### config.mk
export PLATFORM = sky130hd
export DESIGN_NAME = key_press_event_detector
export DESIGN_NICKNAME = d
export VERILOG_FILES = /design/src/hw/rtl/kped_pkg.sv /design/src/hw/rtl/kped_core.sv /design/src/hw/rtl/key_press_event_detector.sv
export VERILOG_INCLUDE_DIRS = /design/src /design/src/hw/rtl
export SDC_FILE = /design/constraint.sdc
export NUM_CORES = 1
export LEC_CHECK = 0
export ABC_AREA = 1
export BUFFER_PORTS_ARGS = -buffer_cell sky130_fd_sc_hd__buf_2
export CORE_MARGIN = 1.5
export CORE_UTILIZATION = 37
export CTS_BUF_LIST = sky130_fd_sc_hd__clkbuf_4
export DETAILED_ROUTE_END_ITERATION = 7
export GPL_TIMING_DRIVEN = 0
export PLACE_DENSITY = 0.62
export RECOVER_POWER = 25
export SLEW_MARGIN = 20
export SYNTH_ARGS = -nofsm -noshare
export SYNTH_HDL_FRONTEND = slang
export SYNTH_HIERARCHICAL = 1
export SYNTH_SLANG_ARGS = --single-unit
### constraint.sdc
create_clock -name clock -period 6.2 [get_ports clock]
set_input_delay 0.31 -clock clock [delete_from_list [all_inputs] [get_ports clock]]
set_output_delay 0.31 -clock clock [all_outputs]
set_load 0.05 [all_outputs]
### src/hw/rtl/key_press_event_detector_defines.svh
// Assertion macros for the key press event detector.
`ifndef KEY_PRESS_EVENT_DETECTOR_DEFINES_SVH
`define KEY_PRESS_EVENT_DETECTOR_DEFINES_SVH

// Checked outside reset.
`define KPED_ASSERT(label, prop, msg) \
   label: assert property (@(posedge clock) disable iff (reset) prop) else $error(msg);

// Checked on every edge, reset included.
`define KPED_ASSERT_ALWAYS(label, prop, msg) \
   label: assert property (@(posedge clock) prop) else $error(msg);

`endif

### src/hw/rtl/kped_pkg.sv
package kped_pkg;

   localparam int unsigned KEY_W   = 8;
   localparam int unsigned CMD_W   = 3;
   localparam int unsigned REG_W   = 8;
   localparam int unsigned PRESS_W = 16;
   localparam int unsigned CSR_IDX_W = 2;

   typedef enum logic [CMD_W-1:0] {
      CMD_SCAN       = 3'd0,
      CMD_ARM_DOUBLE = 3'd1,
      CMD_ARM_LONG   = 3'd2,
      CMD_EN_RELEASE = 3'd3,
      CMD_ACK        = 3'd4
   } cmd_type;

   typedef enum logic [CSR_IDX_W-1:0] {
      CSR_HOLD_RELOAD   = 2'd0,
      CSR_FIRST_REPEAT  = 2'd1,
      CSR_DOUBLE_WINDOW = 2'd2,
      CSR_TICKS_PER_SEC = 2'd3
   } csr_index_type;

   localparam logic [REG_W-1:0] HOLD_RELOAD_RST   = 8'd50;
   localparam logic [REG_W-1:0] FIRST_REPEAT_RST  = 8'd10;
   localparam logic [REG_W-1:0] DOUBLE_WINDOW_RST = 8'd100;
   localparam logic [REG_W-1:0] TICKS_PER_SEC_RST = 8'd50;

   typedef struct packed {
      logic [CMD_W-1:0] cmd;
      logic [KEY_W-1:0] key_code;
      logic [7:0]       long_seconds;
   } req_type;

   typedef struct packed {
      logic [KEY_W-1:0] active_key;
      logic             key_event;
      logic             long_event;
      logic             double_event;
      logic             release_event;
      logic             key_down;
      logic             repeat_mark;
   } rsp_type;

   typedef struct packed {
      logic                 wr_en;
      logic [CSR_IDX_W-1:0] index;
      logic [REG_W-1:0]     data;
   } csr_wr_type;

endpackage

### src/hw/rtl/kped_core.sv
module kped_core (
   input  logic               clock,
   input  logic               reset,
   input  kped_pkg::csr_wr_type csr,
   input  logic               step,
   input  kped_pkg::req_type  req,
   output kped_pkg::rsp_type  rsp
);
   import kped_pkg::*;

   logic [REG_W-1:0] hold_reload_ff, first_repeat_ff, double_window_ff, ticks_per_sec_ff;

   logic [REG_W-1:0]   hold_ff, hold_in;
   logic [REG_W-1:0]   dbl_ff, dbl_in;
   logic [PRESS_W-1:0] press_ff, press_in;
   logic [KEY_W-1:0]   key_ff, key_in;
   logic ev_key_ff, ev_key_in, ev_long_ff, ev_long_in, ev_dbl_ff, ev_dbl_in;
   logic ev_rel_ff, ev_rel_in, ev_mark_ff, ev_mark_in;
   logic md_long_ff, md_long_in, md_dbl_ff, md_dbl_in;
   logic md_rel_ff, md_rel_in, md_press_ff, md_press_in;
   logic [PRESS_W-1:0] long_time;

   assign long_time = PRESS_W'(req.long_seconds) * PRESS_W'(ticks_per_sec_ff);

   always_ff @(posedge clock) begin
      if (reset) begin
         hold_reload_ff   <= HOLD_RELOAD_RST;
         first_repeat_ff  <= FIRST_REPEAT_RST;
         double_window_ff <= DOUBLE_WINDOW_RST;
         ticks_per_sec_ff <= TICKS_PER_SEC_RST;
      end else if (csr.wr_en) begin
         unique case (csr.index)
            CSR_HOLD_RELOAD:   hold_reload_ff   <= csr.data;
            CSR_FIRST_REPEAT:  first_repeat_ff  <= csr.data;
            CSR_DOUBLE_WINDOW: double_window_ff <= csr.data;
            CSR_TICKS_PER_SEC: ticks_per_sec_ff <= csr.data;
            default: ;
         endcase
      end
   end

   always_comb begin
      hold_in     = hold_ff;
      dbl_in      = dbl_ff;
      press_in    = press_ff;
      key_in      = key_ff;
      ev_key_in   = ev_key_ff;
      ev_long_in  = ev_long_ff;
      ev_dbl_in   = ev_dbl_ff;
      ev_rel_in   = ev_rel_ff;
      ev_mark_in  = ev_mark_ff;
      md_long_in  = md_long_ff;
      md_dbl_in   = md_dbl_ff;
      md_rel_in   = md_rel_ff;
      md_press_in = md_press_ff;
      unique case (req.cmd)
         CMD_SCAN: begin
            if (hold_in != '0) hold_in = hold_in - 1'b1;
            if (dbl_in != '0) dbl_in = dbl_in - 1'b1;
            if (press_in != '0) begin
               press_in = press_in - 1'b1;
            end else begin
               md_long_in = 1'b0;
               md_dbl_in  = 1'b0;
               ev_mark_in = 1'b0;
            end
            if (hold_in == '0) begin
               md_long_in = 1'b0;
               ev_mark_in = 1'b0;
            end
            if (req.key_code == key_ff) begin
               if (req.key_code != '0) begin
                  md_press_in = 1'b1;
                  if (press_in == '0) begin
                     if (md_long_in) begin
                        ev_long_in = 1'b1;
                        ev_key_in  = 1'b1;
                        md_long_in = 1'b0;
                        md_rel_in  = 1'b0;
                     end else begin
                        ev_mark_in = 1'b1;
                        ev_key_in  = 1'b1;
                        press_in   = PRESS_W'(1);
                     end
                  end
                  hold_in = hold_reload_ff;
               end else begin
                  md_long_in = 1'b0;
               end
            end else begin
               md_long_in = 1'b0;
               if (req.key_code != '0) begin
                  md_press_in = 1'b1;
                  ev_rel_in   = 1'b0;
                  md_rel_in   = 1'b0;
                  if (md_dbl_in) begin
                     if (dbl_in != '0) begin
                        ev_dbl_in = 1'b1;
                        ev_key_in = 1'b1;
                        key_in    = req.key_code;
                        hold_in   = hold_reload_ff;
                        press_in  = PRESS_W'(first_repeat_ff);
                     end else begin
                        ev_dbl_in = 1'b0;   // swallowed press
                     end
                  end else begin
                     key_in     = req.key_code;
                     ev_key_in  = 1'b1;
                     ev_mark_in = 1'b0;
                     hold_in    = hold_reload_ff;
                     press_in   = PRESS_W'(first_repeat_ff);
                  end
               end else begin
                  if (md_rel_in) begin
                     if (md_press_in) begin
                        ev_rel_in = 1'b1;
                        ev_key_in = 1'b1;
                        md_rel_in = 1'b0;
                     end
                  end else begin
                     key_in = '0;
                  end
                  md_press_in = 1'b0;
               end
            end
         end
         CMD_ARM_DOUBLE: begin
            if (!md_dbl_ff) begin
               md_dbl_in = 1'b1;
               dbl_in    = double_window_ff;
            end
         end
         CMD_ARM_LONG: begin
            if (!md_long_ff) begin
               md_long_in = 1'b1;
               press_in   = long_time;
            end
         end
         CMD_EN_RELEASE: md_rel_in = 1'b1;
         CMD_ACK: begin
            ev_key_in  = 1'b0;
            ev_long_in = 1'b0;
            ev_dbl_in  = 1'b0;
            ev_rel_in  = 1'b0;
         end
         default: ;
      endcase
   end

   always_ff @(posedge clock) begin
      if (reset) begin
         hold_ff     <= '0;
         dbl_ff      <= '0;
         press_ff    <= '0;
         key_ff      <= '0;
         ev_key_ff   <= 1'b0;
         ev_long_ff  <= 1'b0;
         ev_dbl_ff   <= 1'b0;
         ev_rel_ff   <= 1'b0;
         ev_mark_ff  <= 1'b0;
         md_long_ff  <= 1'b0;
         md_dbl_ff   <= 1'b0;
         md_rel_ff   <= 1'b0;
         md_press_ff <= 1'b0;
      end else if (step) begin
         hold_ff     <= hold_in;
         dbl_ff      <= dbl_in;
         press_ff    <= press_in;
         key_ff      <= key_in;
         ev_key_ff   <= ev_key_in;
         ev_long_ff  <= ev_long_in;
         ev_dbl_ff   <= ev_dbl_in;
         ev_rel_ff   <= ev_rel_in;
         ev_mark_ff  <= ev_mark_in;
         md_long_ff  <= md_long_in;
         md_dbl_ff   <= md_dbl_in;
         md_rel_ff   <= md_rel_in;
         md_press_ff <= md_press_in;
      end
   end

   assign rsp.active_key    = key_in;
   assign rsp.key_event     = ev_key_in;
   assign rsp.long_event    = ev_long_in;
   assign rsp.double_event  = ev_dbl_in;
   assign rsp.release_event = ev_rel_in;
   assign rsp.key_down      = md_press_in;
   assign rsp.repeat_mark   = ev_mark_in;

endmodule

### src/hw/rtl/key_press_event_detector.sv
// channel   direction  ports                          payload
// request   in         req_valid, req_stall, req_data  kped_pkg::req_type
// response  out        rsp_valid, rsp_stall, rsp_data  kped_pkg::rsp_type
// csr       in         csr_wr_en, csr_index, csr_wr_data  8 bit registers
//
// One request per cycle while req_stall is low; the response goes through the input register
// and then the result register, from which it can be taken.
// The single step between them reads and updates the timer and flag registers.
// Synchronous reset clears all timers and flags and loads the register defaults.
// A stalled response holds; the input register keeps accepting until it too is full.
`include "key_press_event_detector_defines.svh"

module key_press_event_detector (
   input  logic                            clock,
   input  logic                            reset,
   input  logic                            req_valid,
   output logic                            req_stall,
   input  kped_pkg::req_type               req_data,
   output logic                            rsp_valid,
   input  logic                            rsp_stall,
   output kped_pkg::rsp_type               rsp_data,
   input  logic                            csr_wr_en,
   input  logic [kped_pkg::CSR_IDX_W-1:0]  csr_index,
   input  logic [kped_pkg::REG_W-1:0]      csr_wr_data
);
   import kped_pkg::*;

   logic       in_valid_ff;
   req_type    in_data_ff;
   logic       out_valid_ff;
   rsp_type    out_data_ff;
   rsp_type    step_rsp;
   csr_wr_type csr;
   logic       advance;

   assign advance   = in_valid_ff && (!out_valid_ff || !rsp_stall);
   assign req_stall = in_valid_ff && !advance;

   assign csr.wr_en = csr_wr_en;
   assign csr.index = csr_index;
   assign csr.data  = csr_wr_data;

   always_ff @(posedge clock) begin
      if (reset) begin
         in_valid_ff <= 1'b0;
      end else if (req_valid && !req_stall) begin
         in_valid_ff <= 1'b1;
      end else if (advance) begin
         in_valid_ff <= 1'b0;
      end
   end

   always_ff @(posedge clock) begin
      if (req_valid && !req_stall) begin
         in_data_ff <= req_data;
      end
   end

   kped_core u_core (
      .clock (clock),
      .reset (reset),
      .csr   (csr),
      .step  (advance),
      .req   (in_data_ff),
      .rsp   (step_rsp)
   );

   always_ff @(posedge clock) begin
      if (reset) begin
         out_valid_ff <= 1'b0;
      end else if (advance) begin
         out_valid_ff <= 1'b1;
      end else if (!rsp_stall) begin
         out_valid_ff <= 1'b0;
      end
   end

   always_ff @(posedge clock) begin
      if (advance) begin
         out_data_ff <= step_rsp;
      end
   end

   assign rsp_valid = out_valid_ff;
   assign rsp_data  = out_data_ff;

   `KPED_ASSERT(a_stall_needs_full, req_stall |-> in_valid_ff && out_valid_ff && rsp_stall, "request stalled without a full pipe")
   `KPED_ASSERT(a_advance_fills_out, advance |=> out_valid_ff, "stepped request lost")
   `KPED_ASSERT(a_held_out_keeps_in, (out_valid_ff && rsp_stall && !advance) |=> out_valid_ff, "stalled response dropped")
   `KPED_ASSERT_ALWAYS(a_reset_empties, reset |=> !in_valid_ff && !out_valid_ff, "pipe not empty after reset")

endmodule
==> impl_metrics.csv, run 1 <==
group,metric,value,unit
logic_synthesis,yosysWarnings,6,
clock_tree,cts_buffer_depth,2,
route,via_per_inst,4.89,
route,postRouteAntennaNets,0,
finish,num-nets-final,1485,
critical_path,r2r-end,"u_core/press_ff[10]",
sta,skew,0.0289,ns
logic_synthesis,synth-edff-count,33,
grt,grt_pass1_wl,38600,µm
critical_path,critPathCaptureType,"register",
critical_path,worst_ep_required_time,6.66,ns
grt,grt_max_degree,20,
hold_path,hp-class,"in2reg",
power_and_ir_drop,power_density,221,nW/µm²
run_status,outcome,"completed",
critical_path,criticalPathCategory,"reg2reg",
power_and_ir_drop,p_comb_share,37.1,%
critical_path,crit_chain,"clkbuf_1 > nand2_1 > fa_1 > fa_1 > inv_1 > fa_1 > inv_1 > fa_1 > inv_1 > ha_1 > a21oi_1 > o21ai_0 > a21oi_1 > o21ai_0 > a21oi_1 > o21ai_0 > nand2_1 > inv_1 > a21oi_1",
clock_tree,post_cts_resized,0,
route,totalWireLength,23200,µm
power_and_ir_drop,p_leak,5.24,nW
die,core,23400,µm²
power_and_ir_drop,peakVddDrop,114,µV
sta,slew_headroom,30.9,%
sta,setup_viol_count_final,0,
route,drc,0,
power_and_ir_drop,clkPwrFrac,24.3,%
logic_synthesis,syn_inst,1282,
placement,dpl_worst_slack,1.52,ns
grt,groute.usage.overall,19.7,%
die,dieArea,24700,µm²
clock_tree,cts_buffers,17,
critical_path,slowest_stage,"fa_1",
grt,antenna_found_initial,0,
critical_path,slowest_delay,0.56,ns
placement,post-dp-hpwl,18000,µm
logic_synthesis,synth-main-ff-cell,"dfxtp_1",
logic_synthesis,yosysUniqueCellTypes,44,
critical_path,cp.arrival,5.18,ns
clock_tree,clkTransAtPathRegs,0.11,ns
finish,design_area,9940,µm²
route,dr.pass1.iters,7,
power_and_ir_drop,p_sw,0.834,mW
route,initialDrtViolationCount,556,
sta,finalHoldViolCount,0,
sta,slew_viol_final,0,
clock_tree,cts_tree,"done",
critical_path,critPathLaunch,"u_core/ticks_per_sec_ff[2]",
die,ios,50,
placement,placed_area,9470,µm²
logic_synthesis,synthesis.nets,1394,
critical_path,r2r_start,"u_core/ticks_per_sec_ff[2]",
sta,timing.final.crit_share,76.0,%
finish,layout_common_cells,"nand2_1, inv_1, nor2_1",
power_and_ir_drop,pwr-share-seq,38.5,%
power_and_ir_drop,intPower,1.36,mW
die,die-width,157,µm
logic_synthesis,syn_area_per_cell,6.87,µm²
clock_tree,clkSinkCount,116,
clock_tree,h-tree-depth,4,
sta,rsz0062_at_grt,"false",
critical_path,cp_max_fo,9,
finish,diodes,0,
critical_path,ff2ff_path_depth,19,
clock_tree,insertion_delay,0.56,ns
grt,grt_pass1_vias,7972,
power_and_ir_drop,power.share.switching,38.0,%
sta,max_slew.worst_pin.slew,1.03,ns
die,num_rows,56,
logic_synthesis,ys_async_sr_fraction,0,%
critical_path,startpoint_type,"register",
logic_synthesis,ys_seq_elements,116,
sta,setup_tns,0,ns
finish,syn2layout_area_growth,12.8,%
clock_tree,cts_root_buf,"clkbuf_4",
route,vias,8340,
sta,fin_crit,4.71,ns
finish,fillers,2507,
logic_synthesis,synthesis.area,8810,µm²
finish,final_common_cell,"nand2_1",
flow_run,max_cap_violations,0,
sta,fmaxAchievable,0.212,GHz
critical_path,r2r_slack,1.49,ns
logic_synthesis,synth_seq_area_share,30.1,%
hold_path,hold_start,"reset",
die,die_y,157,µm
critical_path,crit_path_end,"u_core/press_ff[10]",
finish,drive_gt1_share,9.96,%
placement,port_buffers,49,
placement,globalplace.congestion,0.878,
route,wl_per_cell,13.6,µm
die,start_util,37.6,%
sta,finalWorstSetupSlack,1.49,ns
grt,grt-ovfl-total,0,
metal layers:
layer / wire length, µm / part of all wire, % / global-route usage [%] / vias up
met4: 323 / 1.4 / 5.08 / 0
met2: 10500 / 45 / 32.3 / 200
li1: - / - / - / 4235
met1: 11200 / 48 / 27.0 / 3881
met5: 0 / 0 / 0 / -
met3: 1130 / 4.9 / 3.19 / 24
cell type report:
class / instances / area (µm²) / area share (%)
multi-input combinational: 876 / 5010 / 50.4
sequential: 116 / 2650 / 26.7
inverter: 240 / 903 / 9.09
timing repair buffer: 72 / 467 / 4.70
tap: 319 / 399 / 4.02
buffer: 50 / 239 / 2.41
clock buffer: 20 / 150 / 1.51
clock inverter: 12 / 115 / 1.16
Yosys cell counts, types with 3 or more instances:
library cell / count / share of area [%]
a22oi_2: 8 / 1.1
xor2_1: 8 / 0.80
nand3_2: 4 / 0.45
o211ai_1: 8 / 0.68
nor3_1: 8 / 0.45
nor2_4: 5 / 0.64
a31oi_1: 19 / 1.3
fa_1: 36 / 8.2
buf_4: 7 / 0.60
nand2_1: 326 / 14
nor2_1: 120 / 5.1
xnor2_1: 4 / 0.40
nand2_2: 7 / 0.50
ha_1: 42 / 6.0
a21oi_1: 60 / 3.4
clkbuf_1: 37 / 1.6
dfxtp_1: 83 / 19
o21a_1: 3 / 0.26
inv_2: 9 / 0.38
nand3_1: 85 / 4.8
o21ai_1: 6 / 0.34
nor2_2: 6 / 0.43
inv_1: 228 / 9.7
o21ai_0: 82 / 4.7
nand3b_1: 5 / 0.43
buf_6: 3 / 0.38
nand4_1: 19 / 1.3
edfxtp_1: 33 / 11
cells by family (layout without fill, tap and decap cells):
family / Yosys count / in the layout / share of synthesized area, %
AND/OR/NAND/NOR: 591 / 591 / 28.8
buffers and inverters: 290 / 394 / 13.0
AO/OA/AOI/OAI: 195 / 195 / 12.8
flip-flops: 116 / 116 / 30.1
adder cells (fa/ha/maj): 78 / 78 / 14.1
XOR/XNOR: 12 / 12 / 1.19
metrics by stage:
stage	util (%)	instances	hold slack, ns	power (mW)
6_report	42.5	1705	0.0448	2.19
5_1_grt	42.5	1705	0.0197	2.38
4_1_cts	42.5	1705	0.0000294	2.22
3_5_place_dp	40.5	1651	0.445	1.66
3_3_place_gp	40.4	1650	0.441	1.65
2_1_floorplan	-	1282	0.372	1.48
how the worst min path moves through the flow:
stage,cells past startpoint,slack [ns],endpoint
floorplan,1,0.37,in_valid_ff
global placement,2,0.44,u_core/double_window_ff[2]
detailed placement,2,0.44,u_core/double_window_ff[6]
CTS,2,0.00003,rsp_valid
global route,2,0.02,rsp_valid
finish,2,0.04,rsp_valid
state kept, by name, summed over array words and instances (netlist names), 8 cells and up:
register / count
u_core/hold_ff: 8
u_core/hold_reload_ff: 8
u_core/double_window_ff: 8
u_core/ticks_per_sec_ff: 8
u_core/dbl_ff: 8
rsp_data: 14
u_core/key_ff: 8
u_core/first_repeat_ff: 8
in_data_ff: 19
u_core/press_ff: 16
critical path: cells and delay by family (launching register included):
family / cells / cell delay (ns)
buffers and inverters: 5 / 0.57
adders and majority gates: 5 / 2.38
AOI/OAI and AO/OA: 7 / 1.13
and+or+nand+nor: 2 / 0.22
DFF: 1 / 0.32
power groups by stage:
stage	Combinational, mW	Clock, mW	Sequential [mW]
2_1_floorplan	0.602	0	0.874
3_3_place_gp	0.791	0	0.862
3_5_place_dp	0.799	0	0.863
4_1_cts	0.815	0.556	0.846
5_1_grt	0.944	0.587	0.850
6_report	0.814	0.534	0.845
what timing repair did:
item | in CTS | in global routing
endpoints found under the hold margin | 21 | 0
buffers inserted | 0 | 0
hold buffers | 22 | 0
endpoints found under the setup margin | 0 | 0
(Power assumes the default switching activity.)
==> run 2: changes to the inputs <==
clock period = 4.4 ns   (was 6.2 ns; I/O delays follow)
==> impl_metrics.csv, run 2 (synthesis results as in run 1) <==
group,metric,value,unit
critical_path,r2r_start,"in_data_ff[3]",
die,core,23400,µm²
critical_path,startpoint_type,"register",
critical_path,worst_ep_required_time,4.85,ns
power_and_ir_drop,clkPwrFrac,22.8,%
grt,groute.usage.overall,20.0,%
critical_path,cp_max_fo,7,
route,postRouteAntennaNets,0,
finish,layout_common_cells,"nand2_1, inv_1, nor2_1",
die,dieArea,24700,µm²
route,initialDrtViolationCount,502,
sta,holdWs,0.0656,ns
hold_path,hp-class,"in2reg",
power_and_ir_drop,intPower,2.04,mW
power_and_ir_drop,peakVddDrop,165,µV
critical_path,r2r-end,"u_core/press_ff[8]",
grt,antenna_found_initial,0,
sta,max_slew.worst_pin.slew,1.00,ns
finish,syn2layout_area_growth,16.2,%
clock_tree,insertion_delay,0.57,ns
finish,diodes,0,
power_and_ir_drop,p_sw,1.28,mW
critical_path,criticalPathCategory,"reg2reg",
grt,grt-ovfl-total,0,
finish,top_register,"in_data_ff",
route,via_per_inst,4.93,
power_and_ir_drop,p_comb_share,40.7,%
clock_tree,cts_buffers,17,
finish,largest_reg_flops,19,
die,start_util,37.6,%
placement,globalplace.congestion,0.878,
sta,skew,0.0303,ns
grt,grt_max_degree,20,
clock_tree,clkSinkCount,116,
critical_path,r2r_slack,0.21,ns
grt,grt_pass1_vias,8079,
die,ios,50,
sta,fmaxAchievable,0.238,GHz
clock_tree,cts_tree,"done",
route,vias,8450,
finish,design_area,10200,µm²
power_and_ir_drop,power_density,324,nW/µm²
finish,num-nets-final,1495,
sta,slew_headroom,32.5,%
power_and_ir_drop,power,3.32,mW
power_and_ir_drop,power.share.switching,38.6,%
die,die_y,157,µm
critical_path,critPathLaunch,"in_data_ff[3]",
placement,post-dp-hpwl,18000,µm
flow_run,max_cap_violations,0,
die,die-width,157,µm
clock_tree,clkTransAtPathRegs,0.10,ns
sta,timing.final.crit_share,95.3,%
critical_path,ff2ff_path_depth,18,
sta,slew_viol_final,0,
power_and_ir_drop,p_leak,5.35,nW
power_and_ir_drop,pwr-share-seq,36.4,%
sta,finalHoldViolCount,0,
critical_path,crit_path_end,"u_core/press_ff[8]",
grt,grt_pass1_wl,39100,µm
sta,setup_viol_count_final,0,
route,wl_per_cell,13.8,µm
placement,placed_area,9470,µm²
clock_tree,cts_buffer_depth,2,
route,totalWireLength,23700,µm
placement,port_buffers,49,
die,num_rows,56,
critical_path,cp.arrival,4.65,ns
finish,post-route-util,43.8,%
critical_path,critPathCaptureType,"register",
run_status,outcome,"completed",
route,dr.pass1.iters,5,
finish,drive_gt1_share,13.3,%
clock_tree,h-tree-depth,4,
sta,fin_crit,4.19,ns
finish,final_common_cell,"nand2_1",
route,drc,0,
clock_tree,cts_root_buf,"clkbuf_4",
[run 2: cell count changes in the layout (fill, tap and decap cells not counted), moves of 5 or more]
cell | previous run | this run
clkbuf_1 | 40 | 26
dfxtp_2 | 0 | 6
dfxtp_1 | 83 | 77
o21ai_0 | 82 | 76
buf_4 | 7 | 22
dlygate4sd3_1 | 22 | 31
a21oi_1 | 60 | 55
[run 2: worst min path at each step]
stage                      from                  to  slack [ns]  cells past startpoint
global route              reset  u_core/md_press_ff        0.10                      4
finish                    reset  u_core/md_press_ff        0.07                      4
CTS                       reset  u_core/md_press_ff        0.02                      4
floorplan                 reset         in_valid_ff        0.28                      1
detailed placement  req_data[7]       in_data_ff[7]        0.40                      1
global placement    req_data[2]       in_data_ff[2]        0.40                      1
[run 2: what timing repair did]
item,4_1_cts,5_1_grt
resized for setup,7,38
endpoints found under the setup margin,8,8
hold buffers,31,0
pin swaps,0,8
endpoints found under the hold margin,49,0
buffers inserted,11,4
[run 2: through the flow]
| stage | worst slack (ns) | setup TNS (ns) | std cells |
|---|---|---|---|
| final | 0.207 | 0 | 1715 |
| after global routing | -0.00158 | -0.00158 | 1715 |
| after CTS | 0.0107 | 0 | 1712 |
| after detailed placement | -0.276 | -0.764 | 1651 |
| after global placement | -0.211 | -0.506 | 1650 |
| after floorplan | 0.317 | 0 | 1282 |
[run 2: layout make-up]
class | instances | area [µm²]
clock inverters | 12 | 115
inverters | 240 | 903
repair buffers | 96 | 671
multi-input cells | 876 | 5160
well taps | 319 | 399
flip-flops and latches | 116 | 2660
plain buffers | 36 | 186
fillers | 2476 | 13200
clock buffers | 20 | 150
[run 2: layer usage]
layer | GRT usage (%) | vias to the layer above | routed length [µm]
met4 | 4.85 | 0 | 282
met1 | 27.3 | 3944 | 11300
met2 | 33.0 | 226 | 10900
met5 | 0 | - | 0
li1 | - | 4258 | -
met3 | 3.14 | 22 | 1140
[run 2: worst max-delay path, stage by stage, from the launching register on]
cell and delay [ns]:
edfxtp_1 0.58, nand2_2 0.09, fa_1 0.50, fa_1 0.55, inv_1 0.05, fa_1 0.47
inv_1 0.05, fa_1 0.49, inv_2 0.05, ha_4 0.31, nand2_4 0.07, o21ai_2 0.14
a21oi_2 0.06, buf_4 0.14, buf_4 0.12, xnor2_1 0.12, nand2_1 0.06, nand2_1 0.06
o21a_1 0.18
[run 2: power by group through the flow]
stage | registers, mW | clock network [mW] | logic, mW
after floorplan | 1.23 | 0 | 0.848
after global placement | 1.21 | 0 | 1.11
after detailed placement | 1.22 | 0 | 1.13
after CTS | 1.21 | 0.784 | 1.15
after global routing | 1.22 | 0.828 | 1.53
final | 1.21 | 0.757 | 1.35
